==> src/hw/rtl/kbm_pkg.sv <==
package kbm_pkg;

    localparam int MAC_BYTES = 16;
    localparam int POS_W     = $clog2(MAC_BYTES);
    localparam int UPC_W     = 4;

    // configuration register indexes
    typedef enum logic [0:0] {
        REG_KEY_LOW  = 1'b0,
        REG_KEY_HIGH = 1'b1
    } reg_idx_t;

    typedef enum logic [0:0] {
        KIND_DATA = 1'b0,
        KIND_END  = 1'b1
    } kind_t;

    // datapath operations, one per control word
    typedef enum logic [3:0] {
        OP_NOP,
        OP_LOAD,
        OP_KSUM,
        OP_SCHED,
        OP_ALIGN,
        OP_DATA,
        OP_FINAL,
        OP_OUT,
        OP_UNKEY
    } dp_op_t;

    // sequencing conditions
    typedef enum logic [2:0] {
        C_NEXT,
        C_ALWAYS,
        C_WAIT_ITEM,
        C_KEYED,
        C_END,
        C_HD_NZ,
        C_LOOP,
        C_OUT_LOOP
    } cond_t;

    // loop lengths
    typedef enum logic [1:0] {
        LIM_BYTES,
        LIM_SCHED,
        LIM_FINAL
    } lim_t;

    typedef struct packed {
        dp_op_t            op;
        cond_t             cond;
        lim_t              lim;
        logic [UPC_W-1:0]  target;
    } ucode_t;

    typedef struct packed {
        dp_op_t      op;
        logic [7:0]  n8;
        logic        last;
        logic        take;
    } dp_ctrl_t;

    typedef struct packed {
        logic  keyed;
        kind_t kind;
        logic  hd_zero;
        logic  out_stall;
    } dp_status_t;

    // program addresses
    localparam logic [UPC_W-1:0] A_IDLE     = 4'd0;
    localparam logic [UPC_W-1:0] A_CHKKEY   = 4'd1;
    localparam logic [UPC_W-1:0] A_LOAD     = 4'd2;
    localparam logic [UPC_W-1:0] A_KSUM     = 4'd3;
    localparam logic [UPC_W-1:0] A_SCHED    = 4'd4;
    localparam logic [UPC_W-1:0] A_ALIGN0   = 4'd5;
    localparam logic [UPC_W-1:0] A_DISPATCH = 4'd6;
    localparam logic [UPC_W-1:0] A_DATA     = 4'd7;
    localparam logic [UPC_W-1:0] A_ALIGN1   = 4'd8;
    localparam logic [UPC_W-1:0] A_FINAL    = 4'd9;
    localparam logic [UPC_W-1:0] A_OUT      = 4'd10;
    localparam logic [UPC_W-1:0] A_UNKEY    = 4'd11;

    function automatic ucode_t ucode_rom(input logic [UPC_W-1:0] addr);
        ucode_t w;
        begin
            case (addr)
                A_IDLE:     w = '{OP_NOP,   C_WAIT_ITEM, LIM_BYTES, A_IDLE};
                A_CHKKEY:   w = '{OP_NOP,   C_KEYED,     LIM_BYTES, A_DISPATCH};
                A_LOAD:     w = '{OP_LOAD,  C_NEXT,      LIM_BYTES, A_IDLE};
                A_KSUM:     w = '{OP_KSUM,  C_LOOP,      LIM_BYTES, A_KSUM};
                A_SCHED:    w = '{OP_SCHED, C_LOOP,      LIM_SCHED, A_SCHED};
                A_ALIGN0:   w = '{OP_ALIGN, C_HD_NZ,     LIM_BYTES, A_ALIGN0};
                A_DISPATCH: w = '{OP_NOP,   C_END,       LIM_BYTES, A_ALIGN1};
                A_DATA:     w = '{OP_DATA,  C_ALWAYS,    LIM_BYTES, A_IDLE};
                A_ALIGN1:   w = '{OP_ALIGN, C_HD_NZ,     LIM_BYTES, A_ALIGN1};
                A_FINAL:    w = '{OP_FINAL, C_LOOP,      LIM_FINAL, A_FINAL};
                A_OUT:      w = '{OP_OUT,   C_OUT_LOOP,  LIM_BYTES, A_OUT};
                A_UNKEY:    w = '{OP_UNKEY, C_ALWAYS,    LIM_BYTES, A_IDLE};
                default:    w = '{OP_NOP,   C_ALWAYS,    LIM_BYTES, A_IDLE};
            endcase
            return w;
        end
    endfunction

endpackage

==> src/hw/rtl/keyed_byte_stream_mac_unit.sv <==
// Keyed 16-byte MAC over a byte stream. The user must write the 128-bit key through the cfg
// channel (index 0 bytes 0..7, index 1 bytes 8..15) only while the unit is idle; the block
// itself leaves this unenforced. An input item with tuser 0 absorbs the byte in tdata; tuser
// 1 ends the message and the unit returns the 16 MAC bytes, byte 0 first, tlast on byte 15.
// Control is a small microprogram stepping a datapath of three rotating 16-byte register
// lines, so all work is done one position per cycle, the output loop pausing under output
// back-pressure. A data item runs the key check, dispatch and data step before the next
// ready. The first item of a message first loads the key and runs the key sum, the key
// schedule and a realignment of the lines. An end item realigns the lines, runs the 32
// finalisation rounds and returns the 16 output items, pausing while tready is held low.
module keyed_byte_stream_mac_unit #(
    parameter int SCHEDULE_ROUNDS = 256
) (
    input  logic        clk,
    input  logic        rst_n,
    input  logic        s_tvalid,
    output logic        s_tready,
    input  logic [7:0]  s_tdata,    // data_byte[7:0]
    input  logic        s_tuser,    // kind
    output logic        m_tvalid,
    input  logic        m_tready,
    output logic [7:0]  m_tdata,    // mac_byte[7:0]
    output logic        m_tlast,
    input  logic        cfg_valid,
    output logic        cfg_ready,
    input  logic [0:0]  cfg_index,
    input  logic [63:0] cfg_data
);

    kbm_pkg::dp_ctrl_t   ctrl;
    kbm_pkg::dp_status_t status;

    assign cfg_ready = 1'b1;

    kbm_sequencer #(
        .SCHEDULE_ROUNDS(SCHEDULE_ROUNDS)
    ) u_seq (
        .clk     (clk),
        .rst_n   (rst_n),
        .in_valid(s_tvalid),
        .in_ready(s_tready),
        .status  (status),
        .ctrl    (ctrl)
    );

    kbm_datapath u_dp (
        .clk      (clk),
        .rst_n    (rst_n),
        .ctrl     (ctrl),
        .status   (status),
        .in_kind  (s_tuser),
        .in_byte  (s_tdata),
        .cfg_we   (cfg_valid & cfg_ready),
        .cfg_index(cfg_index),
        .cfg_data (cfg_data),
        .out_valid(m_tvalid),
        .out_ready(m_tready),
        .out_byte (m_tdata),
        .out_last (m_tlast)
    );

endmodule

==> src/hw/rtl/kbm_sequencer.sv <==
module kbm_sequencer #(
    parameter int SCHEDULE_ROUNDS = 256
) (
    input  logic                clk,
    input  logic                rst_n,
    input  logic                in_valid,
    output logic                in_ready,
    input  kbm_pkg::dp_status_t status,
    output kbm_pkg::dp_ctrl_t   ctrl
);

    localparam int LOOP_MAX = (SCHEDULE_ROUNDS > 2 * kbm_pkg::MAC_BYTES)
                              ? SCHEDULE_ROUNDS : 2 * kbm_pkg::MAC_BYTES;
    localparam int CW = $clog2(LOOP_MAX);

    localparam logic [CW-1:0] LIM_BYTES_V = CW'(kbm_pkg::MAC_BYTES - 1);
    localparam logic [CW-1:0] LIM_SCHED_V = CW'(SCHEDULE_ROUNDS - 1);
    localparam logic [CW-1:0] LIM_FINAL_V = CW'(2 * kbm_pkg::MAC_BYTES - 1);

    logic [kbm_pkg::UPC_W-1:0] upc_reg, upc_next;
    logic [CW-1:0]             cnt_reg, cnt_next;
    kbm_pkg::ucode_t           word;
    logic [CW-1:0]             lim_val;
    logic                      at_lim;
    logic [kbm_pkg::UPC_W-1:0] upc_inc;

    assign word    = kbm_pkg::ucode_rom(upc_reg);
    assign upc_inc = upc_reg + 1'b1;

    always_comb
    begin
        case (word.lim)
            kbm_pkg::LIM_BYTES: lim_val = LIM_BYTES_V;
            kbm_pkg::LIM_SCHED: lim_val = LIM_SCHED_V;
            kbm_pkg::LIM_FINAL: lim_val = LIM_FINAL_V;
            default:            lim_val = LIM_BYTES_V;
        endcase
    end

    assign at_lim   = (cnt_reg == lim_val);
    assign in_ready = (word.cond == kbm_pkg::C_WAIT_ITEM);

    always_comb
    begin
        upc_next = upc_inc;
        cnt_next = cnt_reg;
        case (word.cond)
            kbm_pkg::C_NEXT:      upc_next = upc_inc;
            kbm_pkg::C_ALWAYS:    upc_next = word.target;
            kbm_pkg::C_WAIT_ITEM: upc_next = in_valid ? upc_inc : word.target;
            kbm_pkg::C_KEYED:     upc_next = status.keyed ? word.target : upc_inc;
            kbm_pkg::C_END:
                upc_next = (status.kind == kbm_pkg::KIND_END) ? word.target : upc_inc;
            kbm_pkg::C_HD_NZ:     upc_next = status.hd_zero ? upc_inc : word.target;
            kbm_pkg::C_LOOP:
            begin
                if (at_lim)
                begin
                    upc_next = upc_inc;
                    cnt_next = '0;
                end
                else
                begin
                    upc_next = word.target;
                    cnt_next = cnt_reg + 1'b1;
                end
            end
            kbm_pkg::C_OUT_LOOP:
            begin
                if (status.out_stall)
                begin
                    upc_next = upc_reg;
                end
                else if (at_lim)
                begin
                    upc_next = upc_inc;
                    cnt_next = '0;
                end
                else
                begin
                    upc_next = word.target;
                    cnt_next = cnt_reg + 1'b1;
                end
            end
            default:              upc_next = kbm_pkg::A_IDLE;
        endcase
    end

    always_ff @(posedge clk or negedge rst_n)
    begin
        if (!rst_n)
        begin
            upc_reg <= kbm_pkg::A_IDLE;
            cnt_reg <= '0;
        end
        else
        begin
            upc_reg <= upc_next;
            cnt_reg <= cnt_next;
        end
    end

    assign ctrl.op   = word.op;
    assign ctrl.n8   = 8'(cnt_reg);
    assign ctrl.last = at_lim;
    assign ctrl.take = in_ready & in_valid;

endmodule

==> src/hw/rtl/kbm_datapath.sv <==
module kbm_datapath (
    input  logic                clk,
    input  logic                rst_n,
    input  kbm_pkg::dp_ctrl_t   ctrl,
    output kbm_pkg::dp_status_t status,
    input  logic                in_kind,
    input  logic [7:0]          in_byte,
    input  logic                cfg_we,
    input  logic [0:0]          cfg_index,
    input  logic [63:0]         cfg_data,
    output logic                out_valid,
    input  logic                out_ready,
    output logic [7:0]          out_byte,
    output logic                out_last
);

    localparam int N = kbm_pkg::MAC_BYTES;

    // three rotating register lines; slot 0 always holds position hd_reg
    logic [7:0] ks_reg  [N];
    logic [7:0] ks_next [N];
    logic [7:0] sum_reg [N];
    logic [7:0] sum_next[N];
    logic [7:0] mac_reg [N];
    logic [7:0] mac_next[N];

    logic [7:0]                mix_reg, mix_next;
    logic [kbm_pkg::POS_W-1:0] hd_reg, hd_next;
    logic                      keyed_reg, keyed_next;
    logic [63:0]               key_low_reg, key_high_reg;
    kbm_pkg::kind_t            kind_reg;
    logic [7:0]                byte_reg;
    logic                      out_valid_reg, out_valid_next;
    logic [7:0]                out_byte_reg;
    logic                      out_last_reg;

    logic       stall;
    logic [7:0] adv_k, adv_mix, adv_out, sched_mix, dv, d_sum, d_mac;
    logic       rotate;
    logic [7:0] ks_head, sum_head, mac_head;

    assign stall = out_valid_reg & ~out_ready;

    // keystate advance at the head slot
    assign adv_k     = ks_reg[0] + ks_reg[1] + mix_reg;
    assign adv_mix   = mix_reg + adv_k;
    assign adv_out   = (adv_mix + adv_k) ^ adv_k;
    assign sched_mix = mix_reg + adv_k + ctrl.n8;
    assign dv        = adv_out ^ byte_reg;
    assign d_sum     = sum_reg[0] + byte_reg;
    assign d_mac     = (mac_reg[0] + dv) ^ d_sum;

    always_comb
    begin
        for (int k = 0; k < N; k++)
        begin
            ks_next[k]  = ks_reg[k];
            sum_next[k] = sum_reg[k];
            mac_next[k] = mac_reg[k];
        end
        mix_next   = mix_reg;
        hd_next    = hd_reg;
        keyed_next = keyed_reg;
        rotate     = 1'b0;
        ks_head    = ks_reg[0];
        sum_head   = sum_reg[0];
        mac_head   = mac_reg[0];

        case (ctrl.op)
            kbm_pkg::OP_LOAD:
            begin
                for (int k = 0; k < N / 2; k++)
                begin
                    ks_next[k]         = key_low_reg[k*8 +: 8];
                    ks_next[k + N / 2] = key_high_reg[k*8 +: 8];
                end
                for (int k = 0; k < N; k++)
                begin
                    sum_next[k] = 8'd0;
                    mac_next[k] = 8'd0;
                end
                mix_next   = 8'd0;
                hd_next    = '0;
                keyed_next = 1'b1;
            end
            kbm_pkg::OP_KSUM:
            begin
                mix_next = mix_reg + ks_reg[0];
                rotate   = 1'b1;
            end
            kbm_pkg::OP_SCHED:
            begin
                ks_head  = adv_k;
                mix_next = sched_mix;
                rotate   = 1'b1;
            end
            kbm_pkg::OP_ALIGN: rotate = (hd_reg != '0);
            kbm_pkg::OP_DATA:
            begin
                ks_head  = adv_k;
                mix_next = adv_mix;
                sum_head = d_sum;
                mac_head = d_mac;
                rotate   = 1'b1;
            end
            kbm_pkg::OP_FINAL:
            begin
                ks_head  = adv_k;
                mix_next = adv_mix;
                mac_head = mac_reg[0] ^ adv_out;
                rotate   = 1'b1;
            end
            kbm_pkg::OP_OUT:   rotate = ~stall;
            kbm_pkg::OP_UNKEY: keyed_next = 1'b0;
            default:           rotate = 1'b0;
        endcase

        if (rotate)
        begin
            for (int k = 0; k < N - 1; k++)
            begin
                ks_next[k]  = ks_reg[k + 1];
                sum_next[k] = sum_reg[k + 1];
                mac_next[k] = mac_reg[k + 1];
            end
            ks_next[N - 1]  = ks_head;
            sum_next[N - 1] = sum_head;
            mac_next[N - 1] = mac_head;
            hd_next         = hd_reg + 1'b1;
        end
    end

    always_comb
    begin
        out_valid_next = stall;
        if (ctrl.op == kbm_pkg::OP_OUT && !stall)
        begin
            out_valid_next = 1'b1;
        end
    end

    always_ff @(posedge clk or negedge rst_n)
    begin
        if (!rst_n)
        begin
            hd_reg        <= '0;
            keyed_reg     <= 1'b0;
            out_valid_reg <= 1'b0;
            key_low_reg   <= '0;
            key_high_reg  <= '0;
        end
        else
        begin
            hd_reg        <= hd_next;
            keyed_reg     <= keyed_next;
            out_valid_reg <= out_valid_next;
            if (cfg_we)
            begin
                case (kbm_pkg::reg_idx_t'(cfg_index))
                    kbm_pkg::REG_KEY_LOW:  key_low_reg  <= cfg_data;
                    kbm_pkg::REG_KEY_HIGH: key_high_reg <= cfg_data;
                    default:               key_low_reg  <= key_low_reg;
                endcase
            end
        end
    end

    always_ff @(posedge clk)
    begin
        for (int k = 0; k < N; k++)
        begin
            ks_reg[k]  <= ks_next[k];
            sum_reg[k] <= sum_next[k];
            mac_reg[k] <= mac_next[k];
        end
        mix_reg <= mix_next;
        if (ctrl.take)
        begin
            kind_reg <= kbm_pkg::kind_t'(in_kind);
            byte_reg <= in_byte;
        end
        if (ctrl.op == kbm_pkg::OP_OUT && !stall)
        begin
            out_byte_reg <= mac_reg[0];
            out_last_reg <= ctrl.last;
        end
    end

    assign status.keyed     = keyed_reg;
    assign status.kind      = kind_reg;
    assign status.hd_zero   = (hd_reg == '0);
    assign status.out_stall = stall;

    assign out_valid = out_valid_reg;
    assign out_byte  = out_byte_reg;
    assign out_last  = out_last_reg;

endmodule
==> config.mk <==
export PLATFORM = sky130hd
export DESIGN_NAME = keyed_byte_stream_mac_unit
export DESIGN_NICKNAME = d
export VERILOG_FILES = /design/src/hw/rtl/kbm_pkg.sv /design/src/hw/rtl/keyed_byte_stream_mac_unit.sv /design/src/hw/rtl/kbm_sequencer.sv /design/src/hw/rtl/kbm_datapath.sv
export SDC_FILE = /design/constraint.sdc
export NUM_CORES = 1
export LEC_CHECK = 0
export BUFFER_PORTS_ARGS = -buffer_cell sky130_fd_sc_hd__buf_2
export CAP_MARGIN = 20
export CORE_ASPECT_RATIO = 0.75
export CORE_MARGIN = 5
export CORE_UTILIZATION = 30
export DETAILED_ROUTE_END_ITERATION = 10
export HOLD_SLACK_MARGIN = 0.03
export SLEW_MARGIN = 20
export SYNTH_ARGS = -nofsm -noshare
export SYNTH_HDL_FRONTEND = slang
export SYNTH_SLANG_ARGS = --single-unit
==> constraint.sdc <==
create_clock -name clk -period 11.43 [get_ports clk]
set_input_delay 0.5715 -clock clk [delete_from_list [all_inputs] [get_ports clk]]
set_output_delay 0.5715 -clock clk [all_outputs]
set_load 0.02 [all_outputs]
==> results of run 1 <==
[layer usage]
layer	vias up	wire (µm)	track usage (%)	share of wire, %
met5	-	20	0	0.039
met4	2	903	2.58	1.8
met2	297	20900	16.3	41
li1	6674	-	-	-
met1	6910	26000	17.6	51
met3	63	2880	2.66	5.7
[cells by family after synthesis]
group / after synthesis
DFF: 556
buffers and inverters: 120
adders and majority gates: 71
other: 1
xor gates and xnor gates: 74
muxes: 144
and+or+nand+nor: 751
AOI/OAI and AO/OA: 169
[placed cells by master, fill, tap and decap left out, types with 7 or more instances in the layout]
cell	n
and2_1	244
edfxtp_1	410
nand2_1	405
fa_1	14
buf_4	9
inv_1	37
a21oi_1	39
nor2b_1	8
clkinv_1	13
clkbuf_1	7
nand3_1	13
clkbuf_16	54
o21a_1	10
dfrtp_1	146
a22oi_1	8
mux2i_1	14
xnor2_1	52
a21o_1	16
nor2_1	42
ha_1	57
mux2_2	130
nand2b_1	9
xor2_1	20
o21ai_0	39
a31oi_1	9
buf_2	88
[critical path, stage by stage, from the launching register on]
cell      delay, ps
edfxtp_1        460
fa_1            570
ha_1            170
inv_1            60
fa_1            650
inv_1           110
ha_1            370
a21o_1          200
a21oi_1         220
xnor2_1         210
ha_1            320
a21oi_1         190
o21ai_0         140
xnor2_1         160
xnor2_1         280
xor2_1          190
ha_1            280
o21a_1          110
o21ai_0         170
nand2b_1         90
o41ai_1          80
xnor3_1         490
xnor2_1         140
and2_1          150
o21a_1          180
[Yosys cell counts (all sizes together) (6+ instances only)]
cell / n
mux2: 130
nor3: 6
a211oi: 6
o21bai: 6
inv: 38
clkbuf: 46
o21ai: 41
xor2: 20
o21a: 10
nand2: 407
dfrtp: 146
a21oi: 40
fa: 14
a21o: 18
a31oi: 9
edfxtp: 410
ha: 57
nand3b: 6
mux2i: 14
o22ai: 6
and2: 245
nand3: 13
a22oi: 8
buf: 36
xnor2: 52
nor2: 43
nor2b: 9
nand2b: 9
[stage by stage]
| stage | hold slack, ps | worst slack (ps) | cell area (µm²) | instances | util [%] |
|---|---|---|---|---|---|
| after global routing | 90.2 | 4770 | 27700 | 3058 | 34.4 |
| after floorplan | 276 | 1290 | 24400 | 1886 | - |
| after global placement | 487 | 5300 | 26000 | 2961 | 32.2 |
| after CTS | 45.3 | 5170 | 27700 | 3058 | 34.4 |
| after detailed placement | 493 | 5210 | 26000 | 2961 | 32.2 |
| final | 47.2 | 5160 | 27700 | 3058 | 34.4 |
[area by class of cell]
| cell class | count | area, µm² | area share [%] |
|---|---|---|---|
| Clock buffer | 65 | 1430 | 5.17 |
| Inverter | 38 | 150 | 0.542 |
| Timing Repair Buffer | 99 | 539 | 1.95 |
| Sequential cell | 556 | 16000 | 57.6 |
| Tap cell | 1058 | 1320 | 4.78 |
| Clock inverter | 32 | 324 | 1.17 |
| Multi-Input combinational cell | 1210 | 7980 | 28.8 |
[how the worst max path moves through the flow]
stage	startpoint	endpoint	slack, ps	cells after the start
floorplan	u_seq.upc_reg[0]	u_dp.ks_reg[0][0]	1290	9
global placement	u_dp.mix_reg[1]	u_dp.mac_reg[1][63]	5300	24
detailed placement	u_dp.mix_reg[1]	u_dp.mac_reg[1][63]	5210	24
CTS	u_dp.mix_reg[1]	u_dp.mac_reg[1][63]	5170	24
global route	u_dp.mix_reg[1]	u_dp.mac_reg[1][63]	4770	24
finish	u_dp.mix_reg[1]	u_dp.mac_reg[1][63]	5160	24
==> flow_summary.ini, run 1 <==
[die]
ios = 91
dieHeight_um = 257
dieArea_um2 = 87300
die_w_um = 339
fp.coreArea_um2 = 80600
core.rowCount = 90
start_util_pct = 30.3

[timing]
setup_violations = 0
maxSlewHeadroom_pct = 31.0
max_freq_ghz = 0.160
final_max_slew_viol_count = 0
hold_viol_final = 0
rsz0062_at_grt = no
setup_tns_ps = 0
worst_pin_slew_ps = 1040
fin_crit_sh_pct = 54.8
fin_crit_ps = 6270
skew_ps = 24.0

[yosys]
synth_compound_area_share_pct = 4.51
yosys_warnings = 0
yosys.area_share.simple_pct = 14.6
yosysSeqAreaShare_pct = 65.4
synth_top_cell_area_share_pct = 50.4
synth_fa_ha_area_share_pct = 4.07
yosysUniqueCellTypes = 60
syn-cell-area_um2 = 24400
synthMuxAreaShare_pct = 6.57
ys_ff_latch = 556
synth_nets = 2036
yosys-top-cells-area = edfxtp_1 (50%), dfrtp_1 (15%), and2_1 (6.3%)
syn_inst = 1886
synth_edf_count = 410
yosys.area.top_type = edfxtp_1
ys_async_sr_fraction_pct = 26.3
synth.avg_cell_area_um2 = 12.9
synth_xor_area_share_pct = 2.78
ys.flop_type = edfxtp_1
synth_top_family_by_area = simple AND/OR/NAND/NOR gates

[clock_network]
numCtsBuffers = 53
htreeDepth = 2
cts_resized = 0
cts.clk_slew.worst_paths_ps = 70
clock-root-buffer = clkbuf_16
cts_tree = done
cts_num_sinks = 556
cts_hold_buf = 0
cts_setup_buffers = 0
clk_latency_ps = 620
cts_buffer_depth = 3

[placement]
dp_hpwl_mm = 32.4
numPortBuffers = 89
place_congestion = 0.848

[global_route]
overflow = 0
antenna_found_initial = 2
grtUsageTotal_pct = 11.4
grt_pass1_wl_mm = 80.4
grt_pass1_vias = 14052
grt_max_degree = 173

[setup_path]
r2r-end = u_dp.mac_reg[1][63]
rr_worst_depth = 24
cp-end-kind = flop
path_class = reg -> reg
reg2reg_slack_ps = 5160
critPathRequiredTime_ps = 11780
startpoint_type = flop
worstPathMaxFanout = 4
worstReg2RegStart = u_dp.mix_reg[1]
critPathArrivalTime_ps = 6620

[routing]
routedWlPerCell_um = 16.6
first_pass_iters = 5
num_vias = 13946
drtIter0Drc = 1066
drc = 0
ant_nets = 0
routed_wl_mm = 50.7
vias_per_cell = 4.56

[hold_path]
min_path_type = in -> async

[cells_and_area]
fin_nets = 2108
drive_gt1_share_pct = 16.1
antenna_cells_inserted = 0
syn2layout_area_growth_pct = 13.5
fill_cells = 7894

[status]
run_status = complete, no violations

[flow_run]
maxCapViolations = 0
Power of run 1 is left out: the tool's default activity adds up to more than one toggle a clock period on the data nets, which glitch-free logic cannot reach.
==> run 2, diff against run 1 <==
clock period = 5.8 ns   (was 11.43 ns; I/O delays follow)
==> flow_summary.ini, run 2 (synthesis results as in run 1) <==
[status]
run_status = complete, no violations

[routing]
first_pass_iters = 5
routedWlPerCell_um = 16.5
drc = 0
routed_wl_mm = 51.9
num_vias = 14438
vias_per_cell = 4.58
drtIter0Drc = 1222
ant_nets = 0

[die]
ios = 91
core.rowCount = 90
start_util_pct = 30.3
die_w_um = 339
fp.coreArea_um2 = 80600
dieHeight_um = 257
dieArea_um2 = 87300

[placement]
dp_cells = 2979
place_congestion = 0.825
dp_hpwl_mm = 33.0
numPortBuffers = 89

[setup_path]
worstPathMaxFanout = 3
slowest_stage = fa_1
max_stage_delay_ps = 560
path_class = reg -> reg
crit_chain = fa_1 > ha_2 > inv_1 > fa_1 > inv_1 > ha_1 > a21o_1 > a21oi_2 > xnor2_1 > ha_1 > a21oi_1 > o21ai_1 > xnor2_2 > xnor2_1 > xor2_1 > ha_1 > o21a_1 > o21ai_1 > nand2b_1 > o41ai_2 > xnor3_1 > xnor2_1 > and2_1 > o21a_1
critPathRequiredTime_ps = 6150
reg2reg_slack_ps = 350
critPathArrivalTime_ps = 5800
startpoint_type = flop
cp-end-kind = flop

[global_route]
grtUsageTotal_pct = 11.7
grt_pass1_wl_mm = 82.5
grt_max_degree = 247
antenna_found_initial = 1
grt_pass1_vias = 14472
overflow = 0

[timing]
fin_crit_ps = 5450
setup_tns_ps = 0
hold_viol_final = 0
setup_violations = 0
final_max_slew_viol_count = 0
max_freq_ghz = 0.183
fin_crit_sh_pct = 94.0
worst_pin_slew_ps = 1040
skew_ps = 29.6
maxSlewHeadroom_pct = 30.4

[hold_path]
min_path_type = in -> async

[flow_run]
maxCapViolations = 0

[cells_and_area]
drive_gt1_share_pct = 17.7
fill_cells = 7779
layout.cells.non_filler = 3155
fin_nets = 2203
syn2layout_area_growth_pct = 17.9
final_common_cell = edfxtp_1
mostFrequentLayoutCells = edfxtp_1 (410), nand2_1 (405), and2_1 (243)

[clock_network]
numCtsBuffers = 53
htreeDepth = 2
clock-root-buffer = clkbuf_16
cts_num_sinks = 556
clk_latency_ps = 620
cts_tree = done
cts_buffer_depth = 3
cts.clk_slew.worst_paths_ps = 60
-- run 2: layout make-up --
cell class                      count  area [µm²]  area share (%)
Timing Repair Buffer              194        1470            5.12
Clock inverter                     34         387            1.34
Sequential cell                   556       16000            55.5
Multi-Input combinational cell   1210        8070            28.0
Clock buffer                       64        1420            4.93
Tap cell                         1058        1320            4.60
Inverter                           38         149           0.517
Antenna cell                        1        2.50         0.00869
-- run 2: final timing paths --
kind                                              to  depth (start not counted)          startpoint
worst max register to register   u_dp.mac_reg[1][63]                         24   u_dp.ks_reg[0][9]
worst min-delay path            u_dp.key_low_reg[23]                          2               rst_n
max in group asynchronous           u_seq.upc_reg[1]                          3               rst_n
worst min register to register    u_dp.ks_reg[0][53]                          2  u_dp.ks_reg[0][61]
worst max-delay path             u_dp.mac_reg[1][63]                         24   u_dp.ks_reg[0][9]
min in group clk                    u_dp.byte_reg[1]                          2          s_tdata[1]
-- run 2: stage by stage --
step / util (%) / setup slack [ps] / area [µm²] / hold slack (ps)
after detailed placement: 32.5 / 25.6 / 26200 / 472
after global placement: 32.5 / 10.9 / 26200 / 470
after CTS: 35.7 / 14.6 / 28700 / 367
after floorplan: - / -2000 / 24500 / -5.59
after global routing: 35.7 / -11.3 / 28800 / 398
final: 35.7 / 346 / 28800 / 340
-- run 2: routing by layer --
metal | track usage [%] | vias up | part of all wire, % | wire length (µm)
li1 | - | 6874 | - | -
met1 | 18.5 | 7232 | 52 | 27200
met2 | 16.7 | 269 | 41 | 21500
met3 | 1.98 | 63 | 4.5 | 2350
met4 | 2.71 | 0 | 1.7 | 893
met5 | 0 | - | 0 | 0
-- run 2: critical path: cells and delay by family, from the launching register on --
kind / cells / cell delay (ps)
buf+inv: 2 / 110
flops: 1 / 420
fa+ha+maj: 6 / 2100
simple gates: 2 / 240
xor+xnor: 6 / 1130
compound gates: 8 / 1170
-- run 2: repair_timing --
item                                    in CTS  in global routing
endpoints found under the setup margin       1                  1
resized for setup                            0                 12
hold buffers                                76                  0
hold endpoints to repair                   248                  0
setup buffers                                1                  0
pin swaps                                    1                 13
Power of run 2 is left out for the same reason.
==> run 3, diff against run 2 <==
PLACE_DENSITY_LB_ADDON = 0.25   (was not set)
TNS_END_PERCENT = 30   (was not set)
==> flow_summary.ini, run 3 (synthesis results as in run 1) <==
[status]
run_status = complete, no violations

[hold_path]
min_path_type = in -> async

[cells_and_area]
final_area_um2 = 29000
mostFrequentLayoutCells = edfxtp_1 (410), nand2_1 (405), and2_1 (243)
fin_nets = 2215
fill_cells = 7862
final_common_cell = edfxtp_1
syn2layout_area_growth_pct = 18.9
drive_gt1_share_pct = 18.2

[flow_run]
maxCapViolations = 0

[timing]
fin_crit_ps = 5520
worst_pin_slew_ps = 1030
skew_ps = 42.5
max_freq_ghz = 0.181
hold_viol_final = 0
final_max_slew_viol_count = 0
maxSlewHeadroom_pct = 31.3
fin_crit_sh_pct = 95.1
setup_violations = 0

[placement]
numPortBuffers = 89
dpl_cell_area_um2 = 26200
place_congestion = 0.807
dp_hpwl_mm = 33.7

[setup_path]
cp-end-kind = flop
critPathArrivalTime_ps = 5880
startpoint_type = flop
worstPathMaxFanout = 3
path_class = reg -> reg
critPathRequiredTime_ps = 6160

[global_route]
grt_max_degree = 128
grt_pass1_wl_mm = 85.2
antenna_found_initial = 2
grt_pass1_vias = 14522
overflow = 0
grtUsageTotal_pct = 12.2

[clock_network]
cts_num_sinks = 556
clk_latency_ps = 640
htreeDepth = 2
clock-root-buffer = clkbuf_16
cts_tree = done
cts_buffer_depth = 3
numCtsBuffers = 58
cts.clk_slew.worst_paths_ps = 60

[routing]
first_pass_iters = 5
drtIter0Drc = 1011
ant_nets = 0
vias_per_cell = 4.51
drc = 0
num_vias = 14321
routed_wl_mm = 54.1
routedWlPerCell_um = 17.0

[die]
dieArea_um2 = 87300
fp.coreArea_um2 = 80600
start_util_pct = 30.3
die_w_um = 339
ios = 91
core.rowCount = 90
dieHeight_um = 257
-- run 3: changes by cell type in the layout (fill, tap and decap cells not counted), sizes merged --
cell,before,now
bufinv,7,3
clkbuf,65,83
inv,40,37
buf,117,124
-- run 3: routing by layer --
metal	GRT usage [%]	wire length, µm	up-vias
met3	2.04	1900	71
li1	-	-	6896
met2	17.7	22600	198
met5	0	0	-
met1	19.0	28500	7156
met4	3.00	1080	0
-- run 3: area by class of cell --
class                      instances  area (µm²)  area share (%)
sequential                       556       16000            55.0
multi-input combinational       1210        8070            27.8
clock buffer                      82        1720            5.91
timing repair buffer             201        1550            5.33
tap                             1058        1320            4.56
clock inverter                    27         255           0.879
inverter                          38         149           0.513
antenna                            1        2.50         0.00862
-- run 3: per-stage QoR --
stage / utilization, % / TNS, ps / hold WS, ps / std cells / setup slack (ps)
5_1_grt: 36.0 / -13.4 / 401 / 3172 / -13.4
3_3_place_gp: 32.5 / 0 / 476 / 2982 / 46.0
2_1_floorplan: - / -766270 / -5.59 / 1886 / -2000
3_5_place_dp: 32.5 / 0 / 482 / 2982 / 73.9
4_1_cts: 35.9 / 0 / 377 / 3167 / 34.4
6_report: 36.0 / 0 / 321 / 3173 / 284
-- run 3: what timing repair did --
| action | in CTS | in global routing |
|---|---|---|
| hold buffers | 76 | 0 |
| buffers inserted | 0 | 5 |
| hold endpoints to repair | 238 | 0 |
| resized for setup | 0 | 10 |
| setup endpoints to repair | 0 | 1 |
-- run 3: worst max-delay path: stages, from the launching register on --
cell      delay [ps]
edfxtp_1         420
fa_1             550
ha_2             190
inv_1             60
fa_1             550
inv_1             60
ha_1             300
buf_4            150
o21ai_0          170
nor2_1           100
o21a_1           200
nor2_1           120
xnor2_1          160
ha_1             320
xnor2_2          170
xnor2_2          160
xor2_1           170
ha_1             320
o21a_1           120
o21ai_1          120
nand2b_1          70
o41ai_2           60
xnor3_1          280
xnor2_1          130
and2_1           150
o21a_1           180
-- run 3: worst paths after layout --
check,cells past startpoint,endpoint,start,slack [ps]
hold / removal,2,u_dp.keyed_reg,rst_n,320
min in group clk,2,u_dp.kind_reg,s_tuser,420
max in group asynchronous,3,u_dp.key_low_reg[29],rst_n,4190
hold reg to reg,1,u_dp.key_high_reg[54],u_dp.key_high_reg[54],500
setup reg to reg,25,u_dp.mac_reg[1][63],u_dp.mix_reg[1],280
setup / recovery,25,u_dp.mac_reg[1][63],u_dp.mix_reg[1],280
Power of run 3 is left out for the same reason.
